[config.mk]
export PLATFORM = sky130hd
export DESIGN_NAME = telnet_iac_stream_classifier_unit_flat
export DESIGN_NICKNAME = d
export VERILOG_FILES = /design/src/rtl/tics_pkg.sv /design/src/rtl/tics_in_if.sv /design/src/rtl/tics_out_if.sv /design/src/rtl/telnet_iac_stream_classifier_unit.sv /design/src/rtl/tics_parser.sv /design/src/flat_wrapper.sv
export VERILOG_INCLUDE_DIRS = /design/src /design/src/rtl
export SDC_FILE = /design/constraint.sdc
export NUM_CORES = 1
export LEC_CHECK = 0
export ABC_AREA = 1
export BUFFER_PORTS_ARGS = -buffer_cell sky130_fd_sc_hd__buf_2
export CAP_MARGIN = 10
export CORE_MARGIN = 3
export CORE_UTILIZATION = 40
export DETAILED_ROUTE_END_ITERATION = 12
export GPL_ROUTABILITY_DRIVEN = 0
export GPL_TIMING_DRIVEN = 0
export PLACE_DENSITY = 0.7
export SLEW_MARGIN = 20
export SYNTH_ARGS = -nofsm -noshare
export SYNTH_HDL_FRONTEND = slang
export SYNTH_SLANG_ARGS = --single-unit
[constraint.sdc]
create_clock -name i_clk -period 3.2 [get_ports i_clk]
set_clock_uncertainty 0.05 [all_clocks]
set_input_delay 0.16 -clock i_clk [delete_from_list [all_inputs] [get_ports i_clk]]
set_output_delay 0.16 -clock i_clk [all_outputs]
set_load 0.03 [all_outputs]
[src/rtl/assert_macros.svh]
// Assertion macros shared by the RTL files.
// Setting ASSERT_OFF removes every check.
`ifndef ASSERT_MACROS_SVH
`define ASSERT_MACROS_SVH

`ifndef ASSERT_OFF
// Clocked check that is skipped while reset is asserted.
`define TICS_ASSERT(lbl, clk, rst_n, prop, msg) \
    lbl: assert property (@(posedge clk) disable iff (!(rst_n)) (prop)) else $error(msg);
// Clocked check that also holds during reset.
`define TICS_ASSERT_ALWAYS(lbl, clk, prop, msg) \
    lbl: assert property (@(posedge clk) (prop)) else $error(msg);
`else
`define TICS_ASSERT(lbl, clk, rst_n, prop, msg)
`define TICS_ASSERT_ALWAYS(lbl, clk, prop, msg)
`endif

`endif

[src/rtl/tics_pkg.sv]
package tics_pkg;

    // Telnet protocol bytes.
    localparam logic [7:0] BYTE_IAC  = 8'hFF;
    localparam logic [7:0] BYTE_DONT = 8'hFE;
    localparam logic [7:0] BYTE_DO   = 8'hFD;
    localparam logic [7:0] BYTE_WONT = 8'hFC;
    localparam logic [7:0] BYTE_WILL = 8'hFB;
    localparam logic [7:0] BYTE_SB   = 8'hFA;
    localparam logic [7:0] BYTE_SE   = 8'hF0;

    localparam logic [7:0] BYTE_TAB       = 8'd9;
    localparam logic [7:0] BYTE_LF        = 8'd10;
    localparam logic [7:0] BYTE_CR        = 8'd13;
    localparam logic [7:0] PRINTABLE_MIN  = 8'd32;

    localparam logic [15:0] SERVICE_PORT_RESET = 16'd23;

    localparam int COUNT_BITS_DEFAULT = 16;
    localparam int SHOWN_COUNT_W      = 16;

    typedef enum logic [2:0] {
        KIND_NONE     = 3'd0,
        KIND_SIMPLE   = 3'd1,
        KIND_NEG      = 3'd2,
        KIND_NEG_CUT  = 3'd3,
        KIND_SB_BEGIN = 3'd4
    } t_cmd_kind;

    typedef enum logic [2:0] {
        CLASS_EMPTY   = 3'd0,
        CLASS_MIXED   = 3'd1,
        CLASS_CONTROL = 3'd2,
        CLASS_TEXT    = 3'd3,
        CLASS_UNKNOWN = 3'd4
    } t_pkt_class;

    typedef struct packed {
        logic [7:0]  payload_byte;
        logic        last_of_packet;
        logic        empty_packet;
        logic [15:0] source_port;
        logic [15:0] dest_port;
    } t_in_item;

    typedef struct packed {
        logic                     text_valid;
        logic [7:0]               text_byte;
        t_cmd_kind                command_kind;
        logic [7:0]               command_code;
        logic [7:0]               option_code;
        logic                     packet_done;
        logic                     is_telnet;
        t_pkt_class               packet_class;
        logic [SHOWN_COUNT_W-1:0] commands_seen;
        logic [SHOWN_COUNT_W-1:0] text_bytes_seen;
        logic                     from_server;
    } t_out_item;

    function automatic logic is_text(input logic [7:0] b);
        return (b >= PRINTABLE_MIN) || (b == BYTE_CR) || (b == BYTE_LF) || (b == BYTE_TAB);
    endfunction

    function automatic logic is_neg(input logic [7:0] b);
        return (b == BYTE_DO) || (b == BYTE_DONT) || (b == BYTE_WILL) || (b == BYTE_WONT);
    endfunction

endpackage

[src/rtl/tics_in_if.sv]
interface tics_in_if;
    logic        valid;
    logic        ready;
    logic [7:0]  payload_byte;
    logic        last_of_packet;
    logic        empty_packet;
    logic [15:0] source_port;
    logic [15:0] dest_port;

    modport source (
        output valid, payload_byte, last_of_packet, empty_packet, source_port, dest_port,
        input  ready
    );
    modport sink (
        input  valid, payload_byte, last_of_packet, empty_packet, source_port, dest_port,
        output ready
    );
endinterface

[src/rtl/tics_out_if.sv]
interface tics_out_if;
    logic        valid;
    logic        ready;
    logic        text_valid;
    logic [7:0]  text_byte;
    logic [2:0]  command_kind;
    logic [7:0]  command_code;
    logic [7:0]  option_code;
    logic        packet_done;
    logic        is_telnet;
    logic [2:0]  packet_class;
    logic [15:0] commands_seen;
    logic [15:0] text_bytes_seen;
    logic        from_server;

    modport source (
        output valid, text_valid, text_byte, command_kind, command_code, option_code,
               packet_done, is_telnet, packet_class, commands_seen, text_bytes_seen,
               from_server,
        input  ready
    );
    modport sink (
        input  valid, text_valid, text_byte, command_kind, command_code, option_code,
               packet_done, is_telnet, packet_class, commands_seen, text_bytes_seen,
               from_server,
        output ready
    );
endinterface

[src/rtl/telnet_iac_stream_classifier_unit.sv]
// Telnet IAC stream classifier: takes one TCP payload word per cycle and, for every word,
// returns one result word that says whether the byte is text, which IAC command (simple,
// negotiation with option, negotiation cut off by the packet end, subnegotiation start)
// it completes, and on the packet's last word the packet class, direction and counts.
// Throughput is one word per clock cycle unless the result side stalls; a word passes
// through the input register and then the result register, with the parse-state update
// between them. The input register takes a new word while a finished result waits, as
// long as it is empty itself; once both registers hold words, the input stalls until the
// result word is taken. The user must write the service port register (reset 23) through
// i_cfg_we/i_cfg_wdata only while the block holds no word in flight; nothing enforces it.

`include "assert_macros.svh"

module telnet_iac_stream_classifier_unit #(
    parameter int COUNT_BITS = tics_pkg::COUNT_BITS_DEFAULT
) (
    input  logic        i_clk,
    input  logic        i_rst_n,
    input  logic        i_cfg_we,
    input  logic [15:0] i_cfg_wdata,
    tics_in_if.sink     i_in,
    tics_out_if.source  o_out
);

    logic [15:0] r_service_port;

    // Input register.
    logic               r_in_valid;
    tics_pkg::t_in_item r_in;

    // Result register.
    logic                r_out_valid;
    tics_pkg::t_out_item r_out;

    tics_pkg::t_out_item result;
    logic                out_free;
    logic                advance;
    logic                in_ready;

    // The result register frees up when it is empty or its word is being taken;
    // the input register then hands its word over and can take a new one.
    assign out_free = !r_out_valid || o_out.ready;
    assign advance  = r_in_valid && out_free;
    assign in_ready = !r_in_valid || advance;

    assign i_in.ready = in_ready;

    always_ff @(posedge i_clk) begin
        if (!i_rst_n) begin
            r_service_port <= tics_pkg::SERVICE_PORT_RESET;
        end else if (i_cfg_we) begin
            r_service_port <= i_cfg_wdata;
        end
    end

    always_ff @(posedge i_clk) begin
        if (!i_rst_n) begin
            r_in_valid <= 1'b0;
        end else if (in_ready) begin
            r_in_valid <= i_in.valid;
        end
    end

    always_ff @(posedge i_clk) begin
        if (in_ready && i_in.valid) begin
            r_in.payload_byte   <= i_in.payload_byte;
            r_in.last_of_packet <= i_in.last_of_packet;
            r_in.empty_packet   <= i_in.empty_packet;
            r_in.source_port    <= i_in.source_port;
            r_in.dest_port      <= i_in.dest_port;
        end
    end

    // The parser advances its state only when the word moves on to the result register.
    tics_parser #(
        .COUNT_BITS (COUNT_BITS)
    ) u_parser (
        .i_clk          (i_clk),
        .i_rst_n        (i_rst_n),
        .i_fire         (advance),
        .i_item         (r_in),
        .i_service_port (r_service_port),
        .o_result       (result)
    );

    always_ff @(posedge i_clk) begin
        if (!i_rst_n) begin
            r_out_valid <= 1'b0;
        end else if (out_free) begin
            r_out_valid <= r_in_valid;
        end
    end

    always_ff @(posedge i_clk) begin
        if (advance) begin
            r_out <= result;
        end
    end

    assign o_out.valid           = r_out_valid;
    assign o_out.text_valid      = r_out.text_valid;
    assign o_out.text_byte       = r_out.text_byte;
    assign o_out.command_kind    = r_out.command_kind;
    assign o_out.command_code    = r_out.command_code;
    assign o_out.option_code     = r_out.option_code;
    assign o_out.packet_done     = r_out.packet_done;
    assign o_out.is_telnet       = r_out.is_telnet;
    assign o_out.packet_class    = r_out.packet_class;
    assign o_out.commands_seen   = r_out.commands_seen;
    assign o_out.text_bytes_seen = r_out.text_bytes_seen;
    assign o_out.from_server     = r_out.from_server;

    `TICS_ASSERT(a_advance_fills_out, i_clk, i_rst_n,
        advance |=> r_out_valid,
        "word handed over but result register is empty")
    `TICS_ASSERT(a_in_word_kept, i_clk, i_rst_n,
        r_in_valid && !advance |=> r_in_valid,
        "word in the input register was lost")
    `TICS_ASSERT(a_out_word_kept, i_clk, i_rst_n,
        r_out_valid && !o_out.ready |=> r_out_valid && $stable(r_out),
        "stalled result word changed or vanished")

endmodule

[src/rtl/tics_parser.sv]
`include "assert_macros.svh"

// Per-byte parse state and the combinational result for the word at the input register.
module tics_parser #(
    parameter int COUNT_BITS = tics_pkg::COUNT_BITS_DEFAULT
) (
    input  logic                 i_clk,
    input  logic                 i_rst_n,
    input  logic                 i_fire,
    input  tics_pkg::t_in_item   i_item,
    input  logic [15:0]          i_service_port,
    output tics_pkg::t_out_item  o_result
);

    typedef enum logic [4:0] {
        PH_PLAIN  = 5'b00001,
        PH_IAC    = 5'b00010,
        PH_NEG    = 5'b00100,
        PH_SB     = 5'b01000,
        PH_SB_IAC = 5'b10000
    } t_phase;

    localparam int SW = tics_pkg::SHOWN_COUNT_W;

    t_phase                r_phase, n_phase;
    logic [7:0]            r_held, n_held;
    logic [COUNT_BITS-1:0] r_cmd, n_cmd;
    logic [COUNT_BITS-1:0] r_txt, n_txt;

    logic [7:0]          pb;
    logic                last, empty, done;
    logic                plain, text_hit, cmd_bump;
    tics_pkg::t_cmd_kind kind;
    logic [7:0]          code, opt;
    tics_pkg::t_pkt_class cls;
    logic [SW-1:0]       cmd_shown, txt_shown;

    assign pb    = i_item.payload_byte;
    assign last  = i_item.last_of_packet;
    assign empty = i_item.empty_packet;
    assign done  = last || empty;

    always_comb begin
        n_phase  = r_phase;
        n_held   = r_held;
        kind     = tics_pkg::KIND_NONE;
        code     = 8'd0;
        opt      = 8'd0;
        plain    = 1'b0;
        cmd_bump = 1'b0;
        if (!empty) begin
            unique case (r_phase)
                PH_IAC: begin
                    code = pb;
                    if (tics_pkg::is_neg(pb)) begin
                        if (last) begin
                            kind     = tics_pkg::KIND_NEG_CUT;
                            cmd_bump = 1'b1;
                        end else begin
                            n_held  = pb;
                            code    = 8'd0;
                            n_phase = PH_NEG;
                        end
                    end else if (pb == tics_pkg::BYTE_SB) begin
                        kind     = tics_pkg::KIND_SB_BEGIN;
                        cmd_bump = 1'b1;
                        n_phase  = PH_SB;
                    end else begin
                        kind     = tics_pkg::KIND_SIMPLE;
                        cmd_bump = 1'b1;
                        n_phase  = PH_PLAIN;
                    end
                end
                PH_NEG: begin
                    kind     = tics_pkg::KIND_NEG;
                    code     = r_held;
                    opt      = pb;
                    cmd_bump = 1'b1;
                    n_phase  = PH_PLAIN;
                end
                PH_SB: begin
                    if (last) begin
                        plain = 1'b1;
                    end else if (pb == tics_pkg::BYTE_IAC) begin
                        n_phase = PH_SB_IAC;
                    end
                end
                PH_SB_IAC: begin
                    if (pb == tics_pkg::BYTE_SE) begin
                        n_phase = PH_PLAIN;
                    end else if (last) begin
                        plain = 1'b1;
                    end else if (pb != tics_pkg::BYTE_IAC) begin
                        n_phase = PH_SB;
                    end
                end
                default: begin
                    // Plain data; unused phase codes behave the same way.
                    if (pb == tics_pkg::BYTE_IAC) begin
                        if (!last) begin
                            n_phase = PH_IAC;
                        end
                    end else begin
                        plain = 1'b1;
                    end
                end
            endcase
        end
        text_hit = plain && (pb != tics_pkg::BYTE_IAC) && tics_pkg::is_text(pb);
        n_cmd = r_cmd;
        n_txt = r_txt;
        if (cmd_bump && (r_cmd != '1)) begin
            n_cmd = r_cmd + COUNT_BITS'(1);
        end
        if (text_hit && (r_txt != '1)) begin
            n_txt = r_txt + COUNT_BITS'(1);
        end
    end

    always_comb begin
        priority if (!done) begin
            cls = tics_pkg::CLASS_EMPTY;
        end else if (empty) begin
            cls = tics_pkg::CLASS_EMPTY;
        end else if ((n_cmd != '0) && (n_txt != '0)) begin
            cls = tics_pkg::CLASS_MIXED;
        end else if (n_cmd != '0) begin
            cls = tics_pkg::CLASS_CONTROL;
        end else if (n_txt != '0) begin
            cls = tics_pkg::CLASS_TEXT;
        end else begin
            cls = tics_pkg::CLASS_UNKNOWN;
        end
    end

    // The shown counts are clamped to the width of the result fields when the counters are wider, else widened.
    generate
        if (COUNT_BITS > SW) begin : g_clamp
            assign cmd_shown = (|n_cmd[COUNT_BITS-1:SW]) ? {SW{1'b1}} : n_cmd[SW-1:0];
            assign txt_shown = (|n_txt[COUNT_BITS-1:SW]) ? {SW{1'b1}} : n_txt[SW-1:0];
        end else begin : g_extend
            assign cmd_shown = SW'(n_cmd);
            assign txt_shown = SW'(n_txt);
        end
    endgenerate

    always_comb begin
        o_result.text_valid      = text_hit;
        o_result.text_byte       = text_hit ? pb : 8'd0;
        o_result.command_kind    = kind;
        o_result.command_code    = code;
        o_result.option_code     = opt;
        o_result.packet_done     = done;
        o_result.is_telnet       = (i_item.source_port == i_service_port)
                                || (i_item.dest_port == i_service_port);
        o_result.packet_class    = cls;
        o_result.commands_seen   = cmd_shown;
        o_result.text_bytes_seen = txt_shown;
        o_result.from_server     = (i_item.source_port == i_service_port);
    end

    always_ff @(posedge i_clk) begin
        if (!i_rst_n) begin
            r_phase <= PH_PLAIN;
            r_held  <= 8'd0;
            r_cmd   <= '0;
            r_txt   <= '0;
        end else if (i_fire) begin
            if (done) begin
                r_phase <= PH_PLAIN;
                r_held  <= 8'd0;
                r_cmd   <= '0;
                r_txt   <= '0;
            end else begin
                r_phase <= n_phase;
                r_held  <= n_held;
                r_cmd   <= n_cmd;
                r_txt   <= n_txt;
            end
        end
    end

    `TICS_ASSERT(a_clear_on_done, i_clk, i_rst_n,
        i_fire && done |=> (r_phase == PH_PLAIN) && (r_cmd == '0) && (r_txt == '0),
        "parse state not cleared after packet end")
    `TICS_ASSERT(a_counts_monotonic, i_clk, i_rst_n,
        i_fire && !done |=> (r_cmd >= $past(r_cmd)) && (r_txt >= $past(r_txt)),
        "packet counter went backwards inside a packet")
    `TICS_ASSERT(a_text_xor_cmd, i_clk, i_rst_n,
        o_result.text_valid |-> (o_result.command_kind == tics_pkg::KIND_NONE),
        "a word was reported both as text and as a command")

endmodule

[src/flat_wrapper.sv]
// flat-port wrapper written by rule: the top's interface ports become plain ports
module telnet_iac_stream_classifier_unit_flat 
#(
    parameter int COUNT_BITS = tics_pkg::COUNT_BITS_DEFAULT
)
  (i_clk, i_rst_n, i_cfg_we, i_cfg_wdata, i_in_valid, i_in_payload_byte, i_in_last_of_packet, i_in_empty_packet, i_in_source_port, i_in_dest_port, i_in_ready, o_out_valid, o_out_text_valid, o_out_text_byte, o_out_command_kind, o_out_command_code, o_out_option_code, o_out_packet_done, o_out_is_telnet, o_out_packet_class, o_out_commands_seen, o_out_text_bytes_seen, o_out_from_server, o_out_ready);
  tics_in_if i_in_i ();
  tics_out_if o_out_i ();
  input  logic i_clk;
  input  logic i_rst_n;
  input  logic i_cfg_we;
  input  logic [15:0] i_cfg_wdata;
  input wire logic [$bits(i_in_i.valid)-1:0] i_in_valid;
  input wire logic [$bits(i_in_i.payload_byte)-1:0] i_in_payload_byte;
  input wire logic [$bits(i_in_i.last_of_packet)-1:0] i_in_last_of_packet;
  input wire logic [$bits(i_in_i.empty_packet)-1:0] i_in_empty_packet;
  input wire logic [$bits(i_in_i.source_port)-1:0] i_in_source_port;
  input wire logic [$bits(i_in_i.dest_port)-1:0] i_in_dest_port;
  output wire logic [$bits(i_in_i.ready)-1:0] i_in_ready;
  output wire logic [$bits(o_out_i.valid)-1:0] o_out_valid;
  output wire logic [$bits(o_out_i.text_valid)-1:0] o_out_text_valid;
  output wire logic [$bits(o_out_i.text_byte)-1:0] o_out_text_byte;
  output wire logic [$bits(o_out_i.command_kind)-1:0] o_out_command_kind;
  output wire logic [$bits(o_out_i.command_code)-1:0] o_out_command_code;
  output wire logic [$bits(o_out_i.option_code)-1:0] o_out_option_code;
  output wire logic [$bits(o_out_i.packet_done)-1:0] o_out_packet_done;
  output wire logic [$bits(o_out_i.is_telnet)-1:0] o_out_is_telnet;
  output wire logic [$bits(o_out_i.packet_class)-1:0] o_out_packet_class;
  output wire logic [$bits(o_out_i.commands_seen)-1:0] o_out_commands_seen;
  output wire logic [$bits(o_out_i.text_bytes_seen)-1:0] o_out_text_bytes_seen;
  output wire logic [$bits(o_out_i.from_server)-1:0] o_out_from_server;
  input wire logic [$bits(o_out_i.ready)-1:0] o_out_ready;
  assign i_in_i.valid = i_in_valid;
  assign i_in_i.payload_byte = i_in_payload_byte;
  assign i_in_i.last_of_packet = i_in_last_of_packet;
  assign i_in_i.empty_packet = i_in_empty_packet;
  assign i_in_i.source_port = i_in_source_port;
  assign i_in_i.dest_port = i_in_dest_port;
  assign i_in_ready = i_in_i.ready;
  assign o_out_valid = o_out_i.valid;
  assign o_out_text_valid = o_out_i.text_valid;
  assign o_out_text_byte = o_out_i.text_byte;
  assign o_out_command_kind = o_out_i.command_kind;
  assign o_out_command_code = o_out_i.command_code;
  assign o_out_option_code = o_out_i.option_code;
  assign o_out_packet_done = o_out_i.packet_done;
  assign o_out_is_telnet = o_out_i.is_telnet;
  assign o_out_packet_class = o_out_i.packet_class;
  assign o_out_commands_seen = o_out_i.commands_seen;
  assign o_out_text_bytes_seen = o_out_i.text_bytes_seen;
  assign o_out_from_server = o_out_i.from_server;
  assign o_out_i.ready = o_out_ready;
  telnet_iac_stream_classifier_unit #(.COUNT_BITS(COUNT_BITS)) u_core (.i_clk(i_clk), .i_rst_n(i_rst_n), .i_cfg_we(i_cfg_we), .i_cfg_wdata(i_cfg_wdata), .i_in(i_in_i), .o_out(o_out_i));
endmodule
==> impl_results.html, run 1 <==
<table>
<tr><th>Metric</th><th>Value</th></tr>
<tr><th colspan="2">Run status</th></tr>
<tr><td>Status</td><td>finished clean</td></tr>
<tr><th colspan="2">Pwr</th></tr>
<tr><td>Peak supply drop</td><td>0.000385 V</td></tr>
<tr><td>Standby leakage power</td><td>about 3.8 nW</td></tr>
<tr><td>Total chip power</td><td>0.00497 W</td></tr>
<tr><td>Ratio of total power to cell area</td><td>501 mW/mm²</td></tr>
<tr><th colspan="2">Clocking</th></tr>
<tr><td>Cell chosen for the clock root</td><td>clkbuf_16</td></tr>
<tr><td>H-tree depth reported by CTS</td><td>4</td></tr>
<tr><td>CTS Buffer Depth</td><td>2</td></tr>
<tr><td>Hold bufs inserted after CTS</td><td>59</td></tr>
<tr><td>Clock tree from TritonCTS</td><td>done</td></tr>
<tr><td>Clock sink count</td><td>between 150 and 200</td></tr>
<tr><td>Resized Gates After CTS</td><td>0</td></tr>
<tr><td>Clock Latency Late Sink</td><td>0.43 ns</td></tr>
<tr><td>Clock input transition at the sequential cells of the worst setup and hold paths</td><td>0.06 ns</td></tr>
<tr><td>TritonCTS Buffers</td><td>17</td></tr>
<tr><td>Buffers inserted by post-CTS timing repair</td><td>0</td></tr>
<tr><th colspan="2">Setup path</th></tr>
<tr><td>Worst Path Class, Setup</td><td>reg -&gt; reg</td></tr>
<tr><td>Startpoint of the most critical setup path</td><td>u_core.u_parser.r_cmd[0]</td></tr>
<tr><td>Startpoint Class</td><td>flop</td></tr>
<tr><td>CP Max Fanout</td><td>10</td></tr>
<tr><td>Worst EP arrival</td><td>roughly 2.9 ns</td></tr>
<tr><td>Launching point of the worst reg2reg path</td><td>u_core.u_parser.r_cmd[0]</td></tr>
<tr><td>Required time at the endpoint of the critical path</td><td>3.33 ns</td></tr>
<tr><td>Sort of element at the end of the critical path</td><td>flop</td></tr>
<tr><th colspan="2">GRT</th></tr>
<tr><td>Overall routing resource usage</td><td>17.5%</td></tr>
<tr><td>Pin count of the biggest net entering global routing</td><td>43</td></tr>
<tr><td>Wire length of the first global-routing pass</td><td>30,100 µm</td></tr>
<tr><td>Initial antenna violation count</td><td>0</td></tr>
<tr><td>Gr ovfl total</td><td>0</td></tr>
<tr><td>Number of global-route vias before repair</td><td>just over 6,000</td></tr>
<tr><th colspan="2">STA</th></tr>
<tr><td>Final Setup Violations</td><td>0</td></tr>
<tr><td>Maximum achievable frequency</td><td>359 MHz</td></tr>
<tr><td>Slew @ Worst Pin</td><td>0.583 ns</td></tr>
<tr><td>Unrepaired setup endpoints after global routing</td><td>false</td></tr>
<tr><td>Post-layout minimum cycle time</td><td>2.79 ns</td></tr>
<tr><td>Number of endpoints with negative hold slack in the final report</td><td>0</td></tr>
<tr><td>Max transition margin</td><td>60.8%</td></tr>
<tr><td>Final Max Slew Viols</td><td>0</td></tr>
<tr><td>Share of the cycle needed by the critical path after routing</td><td>between 80% and 90%</td></tr>
<tr><th colspan="2">Synth</th></tr>
<tr><td>Mapped Nets</td><td>906</td></tr>
<tr><td>Cell with the most instances after synthesis</td><td>nand2_1</td></tr>
<tr><td>Yosys top cell area share</td><td>41.9%</td></tr>
<tr><td>Area of the mapped netlist</td><td>0.00774 mm²</td></tr>
<tr><td>Avg Inst Size Synth</td><td>9.21 µm²</td></tr>
<tr><td>Flip-flop cell with the highest count after synthesis</td><td>edfxtp_1</td></tr>
<tr><td>Count of unique library cells instantiated by Yosys</td><td>37</td></tr>
<tr><td>Number of instances in the synthesized netlist</td><td>841</td></tr>
<tr><td>Synth warnings</td><td>0</td></tr>
<tr><td>Number of enable flip-flop cells after synthesis</td><td>108</td></tr>
<tr><td>Share of flip-flops with an asynchronous set or reset after synthesis</td><td>0%</td></tr>
<tr><td>Largest cells by area after synthesis</td><td>edfxtp_1, dfxtp_1, nand2_1</td></tr>
<tr><td>Share of the yosys chip area belonging to registers</td><td>between 50 and 60%</td></tr>
<tr><td>Cell type with the highest aggregate area in the netlist</td><td>edfxtp_1</td></tr>
<tr><td>Top cells by count, synth</td><td>nand2_1, edfxtp_1, nor2_1</td></tr>
<tr><td>Number of register bits inferred by synthesis</td><td>~170</td></tr>
<tr><th colspan="2">Layout</th></tr>
<tr><td>Share of post-route cells with drive strength above 1</td><td>between 10% and 20%</td></tr>
<tr><td>Count of nets after finishing</td><td>1,115</td></tr>
<tr><td>Final std cell area, no fill</td><td>0.00993 mm²</td></tr>
<tr><td>Final antenna diode count</td><td>0</td></tr>
<tr><td>Growth of design area from synthesis to finish</td><td>28.2%</td></tr>
<tr><th colspan="2">Routing</th></tr>
<tr><td>Remaining design rule violation count</td><td>0</td></tr>
<tr><td>Ratio of routed vias to standard cells</td><td>4.78</td></tr>
<tr><td>Final routed wire length divided by cell count</td><td>13.9 µm</td></tr>
<tr><td>Routed wire length</td><td>18,400 µm</td></tr>
<tr><td>DRT iter0 DRCs</td><td>464</td></tr>
<tr><td>Final antenna-violating net count</td><td>0</td></tr>
<tr><td>Pre-Repair DR Iteration Count</td><td>5</td></tr>
<tr><td>Detailed-route via count</td><td>between 6,000 and 7,000</td></tr>
<tr><th colspan="2">Placed design</th></tr>
<tr><td>Final HPWL DP</td><td>12,600 µm</td></tr>
<tr><td>Instance area at placement</td><td>just under 0.009 mm²</td></tr>
<tr><td>Port bufs</td><td>between 100 and 150</td></tr>
<tr><th colspan="2">Min path</th></tr>
<tr><td>Path category of the worst min-delay check</td><td>in -&gt; reg</td></tr>
<tr><td>Worst hold path startpoint</td><td>i_in_valid</td></tr>
<tr><th colspan="2">Floorplan</th></tr>
<tr><td>Die W</td><td>145 µm</td></tr>
<tr><td>Standard-cell rows</td><td>50</td></tr>
<tr><td>Placeable Area</td><td>0.0188 mm²</td></tr>
<tr><td>I/O pin total</td><td>131</td></tr>
<tr><td>Die Y-Extent</td><td>145 µm</td></tr>
<tr><td>Overall die area</td><td>0.0211 mm²</td></tr>
<tr><td>Initial standard-cell utilization of the core</td><td>41.1%</td></tr>
<tr><th colspan="2">Flow run</th></tr>
<tr><td>Number of max-cap violations</td><td>0</td></tr>
</table>
==> power by group <==
group,switching (W),internal [W]
Combinational,0.000260,0.000166
Clock,0.000889,0.00117
Sequential,0.0000477,0.00243
==> metal layers <==
layer	track usage (%)	wire, µm	vias to the layer above
met5	0	0	-
met4	6.32	399	0
met3	4.31	867	26
met2	29.5	8760	162
met1	22.0	8350	2922
li1	-	-	3214
==> worst max-delay path: stages, from the launching register on <==
cell and delay (ns):
dfxtp_1 0.43, ha_1 0.27, nand3_2 0.13, nor3_4 0.23, nand3_2 0.23, buf_2 0.26
nand3_1 0.10, nand2_1 0.08, nor2_1 0.09, nand2_1 0.08, nor2_1 0.18, nand2_1 0.15
o21bai_1 0.16, nor2_1 0.08
==> kinds of logic after synthesis <==
| logic type | count (synthesis) | synth area share [%] |
|---|---|---|
| flops | 171 | 58.2 |
| xor+xnor | 49 | 5.54 |
| compound gates | 86 | 5.85 |
| simple gates | 454 | 25.9 |
| buf+inv | 79 | 4.23 |
| fa+ha+maj | 2 | 0.323 |
==> registers in the layout, summed over array words and instances (netlist names) <==
register	cells
u_core.o_out.is_telnet	1
u_core.u_parser.r_cmd	16
u_core.r_in	42
u_core.o_out.packet_done	1
u_core.r_in_valid	1
u_core.o_out.commands_seen	16
u_core.o_out.text_bytes_seen	16
u_core.o_out.command_code	8
u_core.o_out.text_valid	1
u_core.u_parser.r_phase	5
u_core.o_out.packet_class	3
u_core.o_out.valid	1
u_core.r_service_port	16
u_core.u_parser.r_held	8
u_core.o_out.command_kind	3
u_core.o_out.option_code	8
u_core.u_parser.r_txt	16
u_core.o_out.from_server	1
u_core.o_out.text_byte	8
==> final cells by class <==
type                            instances  area [µm²]
Inverter                               55         209
Sequential cell                       171        4500
Clock buffer                           18         439
Multi-Input combinational cell        591        2910
Buffer                                 24         121
Tap cell                              260         325
Clock inverter                         14         144
Timing Repair Buffer                  190        1280
Fill cell                            1708        8900
==> layout by cell type, fill, tap and decap left out, types with 5 or more instances in the layout <==
| cell | synthesis | layout |
|---|---|---|
| a21oi_1 | 59 | 59 |
| dfxtp_1 | 63 | 63 |
| nand2_1 | 240 | 240 |
| nor3_1 | 8 | 8 |
| xor2_1 | 15 | 15 |
| o21ai_0 | 20 | 20 |
| inv_1 | 49 | 47 |
| clkbuf_1 | 15 | 15 |
| nor2_1 | 100 | 100 |
| edfxtp_1 | 108 | 108 |
| buf_2 | 4 | 133 |
| nand3_1 | 50 | 50 |
| inv_2 | 4 | 5 |
| xnor2_1 | 34 | 34 |
| dlygate4sd3_1 | 0 | 59 |
| nand4_1 | 21 | 21 |
| clkbuf_16 | 0 | 17 |
| nand2_2 | 13 | 13 |
==> through the flow <==
step / setup WS, ns / cells / hold WS, ns / util [%] / setup TNS [ns]
CTS: 0.433 / 1323 / 0.0414 / 52.7 / 0
global placement: -0.660 / 1230 / 0.287 / 46.3 / -7.39
global route: 0.182 / 1323 / 0.0511 / 52.7 / 0
detailed placement: 0.457 / 1232 / 0.288 / 46.5 / 0
finish: 0.414 / 1323 / 0.0441 / 52.7 / 0
floorplan: 0.329 / 841 / 0.209 / - / 0
==> path summary, 6_finish.rpt <==
path                                                endpoint  cells after the start  slack [ns]
worst max-delay path            u_core.o_out.packet_class[1]                     13        0.41
worst min-delay path                       u_core.r_in_valid                      3        0.04
worst max register to register  u_core.o_out.packet_class[1]                     13        0.41
worst min register to register     u_core.u_parser.r_held[5]                      2        0.41
Power figures use the tool's default switching activity.
==> inputs of run 2 (changes only) <==
--- a/config.mk
+++ b/config.mk
@@ -6,7 +6,6 @@
 export SDC_FILE = /design/constraint.sdc
 export NUM_CORES = 1
 export LEC_CHECK = 0
-export ABC_AREA = 1
 export BUFFER_PORTS_ARGS = -buffer_cell sky130_fd_sc_hd__buf_2
 export CAP_MARGIN = 10
 export CORE_MARGIN = 3
==> run 2 against run 1 <==
Net effect:
- design area up 5.5%
- the flow now finishes with violations (negative setup slack)
- via count down 1.6%
- cell count down 10%
==> impl_results.html, run 2 <==
<table>
<tr><th>Metric</th><th>Value</th></tr>
<tr><th colspan="2">Synth</th></tr>
<tr><td>Cell with the most instances after synthesis</td><td>edfxtp_1</td></tr>
<tr><td>Number of instances in the synthesized netlist</td><td>683</td></tr>
<tr><td>Area of the mapped netlist</td><td>0.00780 mm²</td></tr>
<tr><td>Share of the yosys chip area belonging to registers</td><td>57.7%</td></tr>
<tr><td>Largest cells by area after synthesis</td><td>edfxtp_1, dfxtp_1, xnor2_1</td></tr>
<tr><td>Number of register bits inferred by synthesis</td><td>171</td></tr>
<tr><td>Mapped Nets</td><td>748</td></tr>
<tr><td>Count of unique library cells instantiated by Yosys</td><td>66</td></tr>
<tr><td>Flip-flop cell with the highest count after synthesis</td><td>edfxtp_1</td></tr>
<tr><td>Yosys top cell area share</td><td>41.6%</td></tr>
<tr><td>Number of enable flip-flop cells after synthesis</td><td>108</td></tr>
<tr><td>Cell type with the highest aggregate area in the netlist</td><td>edfxtp_1</td></tr>
<tr><td>Share of flip-flops with an asynchronous set or reset after synthesis</td><td>0%</td></tr>
<tr><td>Synth warnings</td><td>0</td></tr>
<tr><td>Avg Inst Size Synth</td><td>between 10 and 15 µm²</td></tr>
<tr><td>Top cells by count, synth</td><td>edfxtp_1, dfxtp_1, nor2b_1</td></tr>
<tr><th colspan="2">Setup path</th></tr>
<tr><td>Buffers and inverters on the worst path</td><td>1</td></tr>
<tr><td>Setup slack on the worst flop-to-flop path</td><td>-0.007 ns</td></tr>
<tr><td>Crit path max-delay family</td><td>simple AND/OR/NAND/NOR gates</td></tr>
<tr><td>Worst EP arrival</td><td>3.33 ns</td></tr>
<tr><td>CP Max Fanout</td><td>5</td></tr>
<tr><td>Series of cell instances along the critical path</td><td>or4_4 &gt; o2111ai_4 &gt; and4bb_2 &gt; buf_6 &gt; or4_4 &gt; nand4_1 &gt; nor4_2 &gt; and4b_2 &gt; xor2_1 &gt; and3_1</td></tr>
<tr><td>Worst Path Class, Setup</td><td>reg -&gt; reg</td></tr>
<tr><td>Startpoint Class</td><td>flop</td></tr>
<tr><td>Sort of element at the end of the critical path</td><td>flop</td></tr>
<tr><td>Library cell contributing the largest single delay on the critical path</td><td>or4_4</td></tr>
<tr><td>Crit path largest cell delay</td><td>around 0.61 ns</td></tr>
<tr><td>Most repeated library cell on the critical path</td><td>or4_4</td></tr>
<tr><td>Required time at the endpoint of the critical path</td><td>3.32 ns</td></tr>
<tr><th colspan="2">STA</th></tr>
<tr><td>Maximum achievable frequency</td><td>312 MHz</td></tr>
<tr><td>Final Setup Violations</td><td>1</td></tr>
<tr><td>Max transition margin</td><td>35.6%</td></tr>
<tr><td>Share of the cycle needed by the critical path after routing</td><td>100%</td></tr>
<tr><td>Final Max Slew Viols</td><td>0</td></tr>
<tr><td>Slew @ Worst Pin</td><td>about 0.96 ns</td></tr>
<tr><td>Final critical-path setup slack</td><td>-0.00718 ns</td></tr>
<tr><td>Post-layout minimum cycle time</td><td>3.21 ns</td></tr>
<tr><td>Number of endpoints with negative hold slack in the final report</td><td>0</td></tr>
<tr><td>WHS</td><td>0.0333 ns</td></tr>
<tr><td>Unrepaired setup endpoints after global routing</td><td>true</td></tr>
<tr><th colspan="2">Floorplan</th></tr>
<tr><td>Initial standard-cell utilization of the core</td><td>between 40% and 50%</td></tr>
<tr><td>Standard-cell rows</td><td>50</td></tr>
<tr><td>Die Y-Extent</td><td>146 µm</td></tr>
<tr><td>Overall die area</td><td>0.0212 mm²</td></tr>
<tr><td>I/O pin total</td><td>131</td></tr>
<tr><td>Placeable Area</td><td>0.0190 mm²</td></tr>
<tr><td>Die W</td><td>146 µm</td></tr>
<tr><th colspan="2">Routing</th></tr>
<tr><td>Wl on met1</td><td>8690 µm</td></tr>
<tr><td>DRT iter0 DRCs</td><td>~440</td></tr>
<tr><td>Final routed wire length divided by cell count</td><td>about 17 µm</td></tr>
<tr><td>Ratio of routed vias to standard cells</td><td>5.25</td></tr>
<tr><td>Metal2 WL</td><td>10,600 µm</td></tr>
<tr><td>Detailed-routed wire length on met3</td><td>962 µm</td></tr>
<tr><td>Pre-Repair DR Iteration Count</td><td>6</td></tr>
<tr><td>Uppermost signal routing layer after detailed routing</td><td>met4</td></tr>
<tr><td>Routed wire length</td><td>about 21,000 µm</td></tr>
<tr><td>Remaining design rule violation count</td><td>0</td></tr>
<tr><td>Final antenna-violating net count</td><td>0</td></tr>
<tr><td>Detailed-route via count</td><td>6,223</td></tr>
<tr><th colspan="2">Clocking</th></tr>
<tr><td>Clock tree from TritonCTS</td><td>done</td></tr>
<tr><td>H-tree depth reported by CTS</td><td>4</td></tr>
<tr><td>Clock sink count</td><td>171</td></tr>
<tr><td>TritonCTS Buffers</td><td>17</td></tr>
<tr><td>Clock Latency Late Sink</td><td>0.42 ns</td></tr>
<tr><td>CTS Buffer Depth</td><td>2</td></tr>
<tr><td>Cell chosen for the clock root</td><td>clkbuf_16</td></tr>
<tr><td>Clock input transition at the sequential cells of the worst setup and hold paths</td><td>0.07 ns</td></tr>
<tr><th colspan="2">GRT</th></tr>
<tr><td>Initial antenna violation count</td><td>0</td></tr>
<tr><td>Wire length of the first global-routing pass</td><td>31,800 µm</td></tr>
<tr><td>Pin count of the biggest net entering global routing</td><td>76</td></tr>
<tr><td>Number of global-route vias before repair</td><td>6,024</td></tr>
<tr><td>Gr ovfl total</td><td>0</td></tr>
<tr><td>Overall routing resource usage</td><td>between 10% and 20%</td></tr>
<tr><th colspan="2">Pwr</th></tr>
<tr><td>Ratio of total power to cell area</td><td>roughly 490 mW/mm²</td></tr>
<tr><td>Standby leakage power</td><td>3.93 nW</td></tr>
<tr><td>Peak supply drop</td><td>0.000363 V</td></tr>
<tr><th colspan="2">Placed design</th></tr>
<tr><td>Final HPWL DP</td><td>12,800 µm</td></tr>
<tr><td>Post-placement cell count</td><td>1,072</td></tr>
<tr><td>Port bufs</td><td>128</td></tr>
<tr><th colspan="2">Layout</th></tr>
<tr><td>Count of nets after finishing</td><td>978</td></tr>
<tr><td>Leading cell type in the layout, fill and taps excluded</td><td>buf_2</td></tr>
<tr><td>Flip-flop count of the largest register, all copies and words added</td><td>42</td></tr>
<tr><td>Fin util</td><td>55.3%</td></tr>
<tr><td>Post-route non-filler standard cell count</td><td>around 1,200</td></tr>
<tr><td>Most used cells in the layout excluding fill and tap cells</td><td>buf_2, edfxtp_1, dlygate4sd3_1</td></tr>
<tr><td>Register with the most flip-flops</td><td>u_core.r_in</td></tr>
<tr><td>Share of post-route cells with drive strength above 1</td><td>27.9%</td></tr>
<tr><td>Final antenna diode count</td><td>0</td></tr>
<tr><td>Growth of design area from synthesis to finish</td><td>34.3%</td></tr>
<tr><th colspan="2">Run status</th></tr>
<tr><td>Status</td><td>complete, but fails checks</td></tr>
<tr><td>Violations in the final reports</td><td>negative setup slack</td></tr>
<tr><th colspan="2">Flow run</th></tr>
<tr><td>Number of max-cap violations</td><td>0</td></tr>
<tr><th colspan="2">Min path</th></tr>
<tr><td>Path category of the worst min-delay check</td><td>in -&gt; reg</td></tr>
</table>
[run 2: what timing repair did]
item / CTS / global route
resized for setup: 20 / 41
hold endpoints to repair: 59 / 0
pin swaps: 10 / 25
buffers inserted: 16 / 14
hold buffers: 59 / 0
endpoints found under the setup margin: 3 / 23
[run 2: worst reg2reg max path: cells and delay by family (launching register included)]
family	cells	cell delay (ns)
DFF	1	0.48
AOI/OAI and AO/OA	1	0.22
buffers and inverters	1	0.13
and+or+nand+nor	7	2.00
xor gates and xnor gates	1	0.08
[run 2: cells by family (layout without fill, tap and decap cells)]
family,count (synthesis),count (layout),share of synthesized area (%)
flops,171,171,57.7
mux,21,21,2.77
compound gates,107,107,9.65
simple gates,279,279,20.5
fa+ha+maj,2,2,0.321
xor+xnor,58,58,6.51
buf+inv,45,288,2.50
[run 2: metal layers]
layer | vias up | GRT usage [%]
met5 | - | 0
met4 | 0 | 5.60
met3 | 40 | 4.17
met2 | 211 | 32.7
met1 | 2994 | 23.1
li1 | 2978 | -
[run 2: area by class of cell]
class / count / area, µm²
Inverter: 9 / 38.8
Fill cell: 1582 / 8480
Multi-Input combinational cell: 467 / 3370
Clock buffer: 20 / 457
Tap cell: 260 / 325
Timing Repair Buffer: 218 / 1490
Sequential cell: 171 / 4510
Clock inverter: 12 / 161
Buffer: 29 / 123
[run 2: report_power, final]
group	leakage [nW]	switching [W]	total, W	internal (W)
registers	1.54	0.0000474	0.00248	0.00243
logic	2.09	0.000257	0.000445	0.000188
clock network	0.302	0.000894	0.00218	0.00128
total	3.93	0.00120	0.00510	0.00390
[run 2: through the flow]
step           setup slack [ns]  TNS [ns]  area [µm²]  power, W
5_1_grt                  -0.116    -0.142       10500   0.00525
2_1_floorplan             0.235         0        7810   0.00274
4_1_cts                  0.0145         0       10200   0.00511
3_5_place_dp             -0.389    -0.893        8800   0.00289
3_3_place_gp             -0.382     -2.71        8770   0.00288
6_report               -0.00718  -0.00718       10500   0.00510
[run 2: final timing paths]
check	start	end	depth (start not counted)
worst min register to register	u_core.u_parser.r_held[3]	u_core.u_parser.r_held[3]	2
worst max-delay path	u_core.r_in[34]	u_core.o_out.packet_class[1]	10
worst min-delay path	o_out_ready	u_core.o_out.valid	3
worst max register to register	u_core.r_in[34]	u_core.o_out.packet_class[1]	10
